===== config.mk =====
export PLATFORM = sky130hd
export DESIGN_NAME = bptc_pipe_ctrl
export DESIGN_NICKNAME = d
export VERILOG_FILES = /design/src/rtl/core/bptc_pkg.sv /design/src/rtl/core/bptc_pipe_ctrl.sv
export SDC_FILE = /design/constraint.sdc
export NUM_CORES = 1
export LEC_CHECK = 0
export BUFFER_PORTS_ARGS = -buffer_cell sky130_fd_sc_hd__buf_4
export CELL_PAD_IN_SITES_DETAIL_PLACEMENT = 1
export CELL_PAD_IN_SITES_GLOBAL_PLACEMENT = 1
export CORE_AREA = 5 5 43 45
export DETAILED_ROUTE_END_ITERATION = 12
export DIE_AREA = 0 0 48 50
export PLACE_DENSITY_LB_ADDON = 0.1
export SLEW_MARGIN = 10
export SYNTH_ARGS = -nofsm -noshare
export SYNTH_HDL_FRONTEND = slang
export SYNTH_SLANG_ARGS = --single-unit

===== constraint.sdc =====
create_clock -name clk_i -period 1.6 [get_ports clk_i]
set_clock_uncertainty 0.05 [all_clocks]
set_input_delay 0 -clock clk_i [delete_from_list [all_inputs] [get_ports clk_i]]
set_output_delay 0 -clock clk_i [all_outputs]
set_load 0.05 [all_outputs]

===== src/rtl/core/bptc_pkg.sv =====
// ----------------------------------------------------------------------------
// bptc_pkg: shared types and constants of the pressure compensation block
// Field widths, pipeline depth, calibration register indexes and the
// control group that passes between the stall logic and the datapath.
// ----------------------------------------------------------------------------
package bptc_pkg;

  // field widths
  localparam int unsigned RawW   = 24;
  localparam int unsigned CalW   = 16;
  localparam int unsigned PressW = 32;
  localparam int unsigned TempW  = 20;

  // stream widths, padded to whole bytes
  localparam int unsigned InDataW  = 48;
  localparam int unsigned OutDataW = 56;

  // configuration port
  localparam int unsigned CfgIdxW = 3;

  // pipeline depth, the last stage is the output register
  localparam int unsigned NumStages = 9;

  // temperature thresholds in hundredths of a degree
  localparam logic signed [TempW-1:0] TempRefCenti = 20'sd2000;
  localparam logic signed [TempW-1:0] TempLowCenti = -20'sd1500;

  // calibration register indexes
  typedef enum logic [CfgIdxW-1:0] {
    CfgPressSens    = 3'd0,
    CfgPressOffset  = 3'd1,
    CfgSensTempCoef = 3'd2,
    CfgOffTempCoef  = 3'd3,
    CfgRefTemp      = 3'd4,
    CfgTempCoef     = 3'd5
  } cfg_reg_e;

  // per-stage load enables and valid flags
  typedef struct packed {
    logic [NumStages-1:0] load;
    logic [NumStages-1:0] valid;
  } pipe_ctrl_t;

endpackage


===== src/rtl/core/bptc_pipe_ctrl.sv =====
// ----------------------------------------------------------------------------
// bptc_pipe_ctrl: valid and stall control of the compensation pipeline
// Each stage loads when it is empty or when the stage after it moves, so
// bubbles collapse and empty stages keep taking input while the output waits.
// ----------------------------------------------------------------------------
module bptc_pipe_ctrl (
  input  logic                 clk_i,
  input  logic                 rst_ni,
  input  logic                 in_valid_i,
  input  logic                 out_ready_i,
  output bptc_pkg::pipe_ctrl_t ctrl_o
);
  import bptc_pkg::*;

  logic [NumStages-1:0] valid_q;
  logic [NumStages-1:0] valid_d;
  logic [NumStages-1:0] load;

  // load enables ripple back from the output
  always_comb begin
    load[NumStages-1] = ~valid_q[NumStages-1] | out_ready_i;
    for (int k = NumStages - 2; k >= 0; k--) begin
      load[k] = ~valid_q[k] | load[k+1];
    end
  end

  // valid flags travel with the data
  always_comb begin
    valid_d[0] = load[0] ? in_valid_i : valid_q[0];
    for (int k = 1; k < NumStages; k++) begin
      valid_d[k] = load[k] ? valid_q[k-1] : valid_q[k];
    end
  end

  always_ff @(posedge clk_i or negedge rst_ni) begin
    if (!rst_ni) begin
      valid_q <= '0;
    end else begin
      valid_q <= valid_d;
    end
  end

  assign ctrl_o.load  = load;
  assign ctrl_o.valid = valid_q;

endmodule


==> flow_summary.ini <==
[layout]
regMostFlops = valid_q
largest_reg_flops = 9
insertedDiodeCount = 0
reg.largest.list = valid_q: 9 flops
areaGrowthSynthToFinish_pct = 52.2
nNetsFinal = 61
drive_above_1_share = 0.571

[min_path]
hold_start = out_ready_i
min_path_cells = 3
hold_path_end = valid_q[7]$_DFFE_PN0P_
holdCritPathClass = in2reg

[worst_setup_path]
critPathCaptureType = output pin
cp.required_ps = 1550
r2r_slack_ps = 420
crit_fanout = 14
r2r.worst_path.cells = 2
worstReg2RegEnd = valid_q[4]$_DFFE_PN0P_
cp-start-kind = flip-flop
cp.arrival_ps = 1370
r2r_start = valid_q[7]$_DFFE_PN0P_
path_class = reg2out

[sta]
setup_viol = 0
timing.fmax_ghz = 0.705
slew_violations = 0
finalHoldViolCount = 0
period_minus_slack_ps = 1420
rsz0062_at_grt = false
finalWorstSetupSlack_ps = 182
relSlewSlack = 0.823
post-route-period-util = 0.886
worst_pin_slew_ps = 265
setup_tns_ps = 0

[detailed_routing]
drt_iter0_drc = 1
routed_wl_um = 1020
vias = 344
wl_per_cell_um = 14.2
ant_nets = 0
firstDrtPassIters = 3
drc_errors = 0
vias_per_cell = 4.78

[die]
die_w_um = 48
start_util = 0.272
die_y_um = 50
core_area_um2 = 1440
io_pins = 22
dieArea_um2 = 2400
num_rows = 14

[power]
ir_worst_vdd_v = 0.000537
power_density_nw_per_um2 = 1670
leakage_uw = 0.000269

[clocking]
cts.sinks = 9
h-tree-depth = 1
numCtsBuffers = 3
cts_root_buffer = clkbuf_4
clk_pin_slew_worst_paths_ps = 60
tritoncts = built
insertion_delay_ps = 250
max-clock-path-buffers = 2
postCtsSetupBuffers = 0

[synth]
syn_area_um2 = 390
synth-seq-area-share = 0.577
async_reset_ff_frac = 1.00
synthesis.nets = 36
yosysUniqueCellTypes = 15
yosys-top-cells-area = dfrtp_1, buf_6, a41o_1
synth_top_area_cell = dfrtp_1
ys_ff_latch = 9
synth_top_area_frac = 0.577
synth_warnings = 0
synth_edf_count = 0
syn_inst = 32
synthFlopType = dfrtp_1
syn_area_per_cell_um2 = 12.2

[global_routing]
grt_overflow = 0
grt_pass1_vias = 364
track_usage = 0.0931
antenna_found_initial = 0
grt_max_degree = 15
grt_pass1_wl_um = 1640

[placed_design]
io_buffers = 21
hpwl_um = 777
gp_congestion = 0.754
pre_cts_ws_ps = 283

[status]
status = completed

[job]
cap_violations = 0
-- cells in the final DEF, fill, tap and decap left out, types with 2 or more instances in the layout --
| cell | count |
|---|---|
| a41o_1 | 2 |
| dfrtp_2 | 5 |
| clkbuf_4 | 3 |
| nand3_1 | 2 |
| nand4_1 | 2 |
| nand2_1 | 2 |
| dlygate4sd3_1 | 2 |
| buf_4 | 21 |
| a21o_1 | 2 |
| nand2b_1 | 3 |
| dfrtp_1 | 4 |
| a31o_2 | 2 |
-- critical path, stage by stage (launching register included) --
cell and delay [ps]:
dfrtp_2 380, and4b_2 400, nand4_1 130, buf_4 200
-- synth_stat cells, drive strengths merged, types with 2 or more instances --
| cell | instances |
|---|---|
| nand4 | 2 |
| buf | 3 |
| nand2 | 2 |
| nand2b | 3 |
| dfrtp | 9 |
| a31o | 2 |
| a41o | 2 |
| nand3 | 2 |
| a21o | 2 |
-- final cells by class --
cell class,count,area (um2)
clock buffers,4,26.3
fillers,177,842
inverters,1,3.75
multi-input cells,19,135
flip-flops and latches,9,231
well taps,16,20.0
repair buffers,23,178
-- metrics by stage --
stage	hold slack, ps	cells	total power, uW	cell area, um2	util
final	10.2	72	995	594	0.414
after detailed placement	-219	66	832	547	0.381
after floorplan	-346	32	699	397	-
after global placement	-223	66	818	547	0.381
after global routing	22.0	72	1050	594	0.414
after CTS	17.3	72	1010	593	0.413
-- routing by layer --
layer | wire length [um] | track usage
met5 | 0 | 0
met4 | 0 | 0.0404
met3 | 91 | 0.0255
met2 | 520 | 0.145
met1 | 407 | 0.115
-- logic make-up after synthesis --
family,count (synthesis),synth area share
DFF,9,0.577
buffers and inverters,4,0.0801
and+or+nand+nor,13,0.208
AOI/OAI and AO/OA,6,0.135
-- how the worst max path moves through the flow --
| stage | endpoint | slack (ps) | start | cells past startpoint |
|---|---|---|---|---|
| global placement | ctrl_o[12] | 360 | valid_q[7]$_DFFE_PN0P_ | 3 |
| global route | ctrl_o[12] | 80 | valid_q[7]$_DFFE_PN0P_ | 3 |
| floorplan | ctrl_o[9] | 30 | valid_q[3]$_DFFE_PN0P_ | 3 |
| detailed placement | ctrl_o[12] | 280 | valid_q[8]$_DFFE_PN0P_ | 3 |
| CTS | ctrl_o[12] | 6 | valid_q[8]$_DFFE_PN0P_ | 3 |
| finish | ctrl_o[9] | 180 | valid_q[8]$_DFFE_PN0P_ | 3 |
-- power by group --
group	internal [uW]	switching, uW	total (uW)
clock network	95.7	73.0	169
logic	146	354	500
registers	273	53.5	326
-- what timing repair did --
action,4_1_cts,5_1_grt
hold buffers,2,0
resized for setup,0,1
endpoints found under the setup margin,0,4
endpoints found under the hold margin,10,0
(Power assumes the default switching activity.)
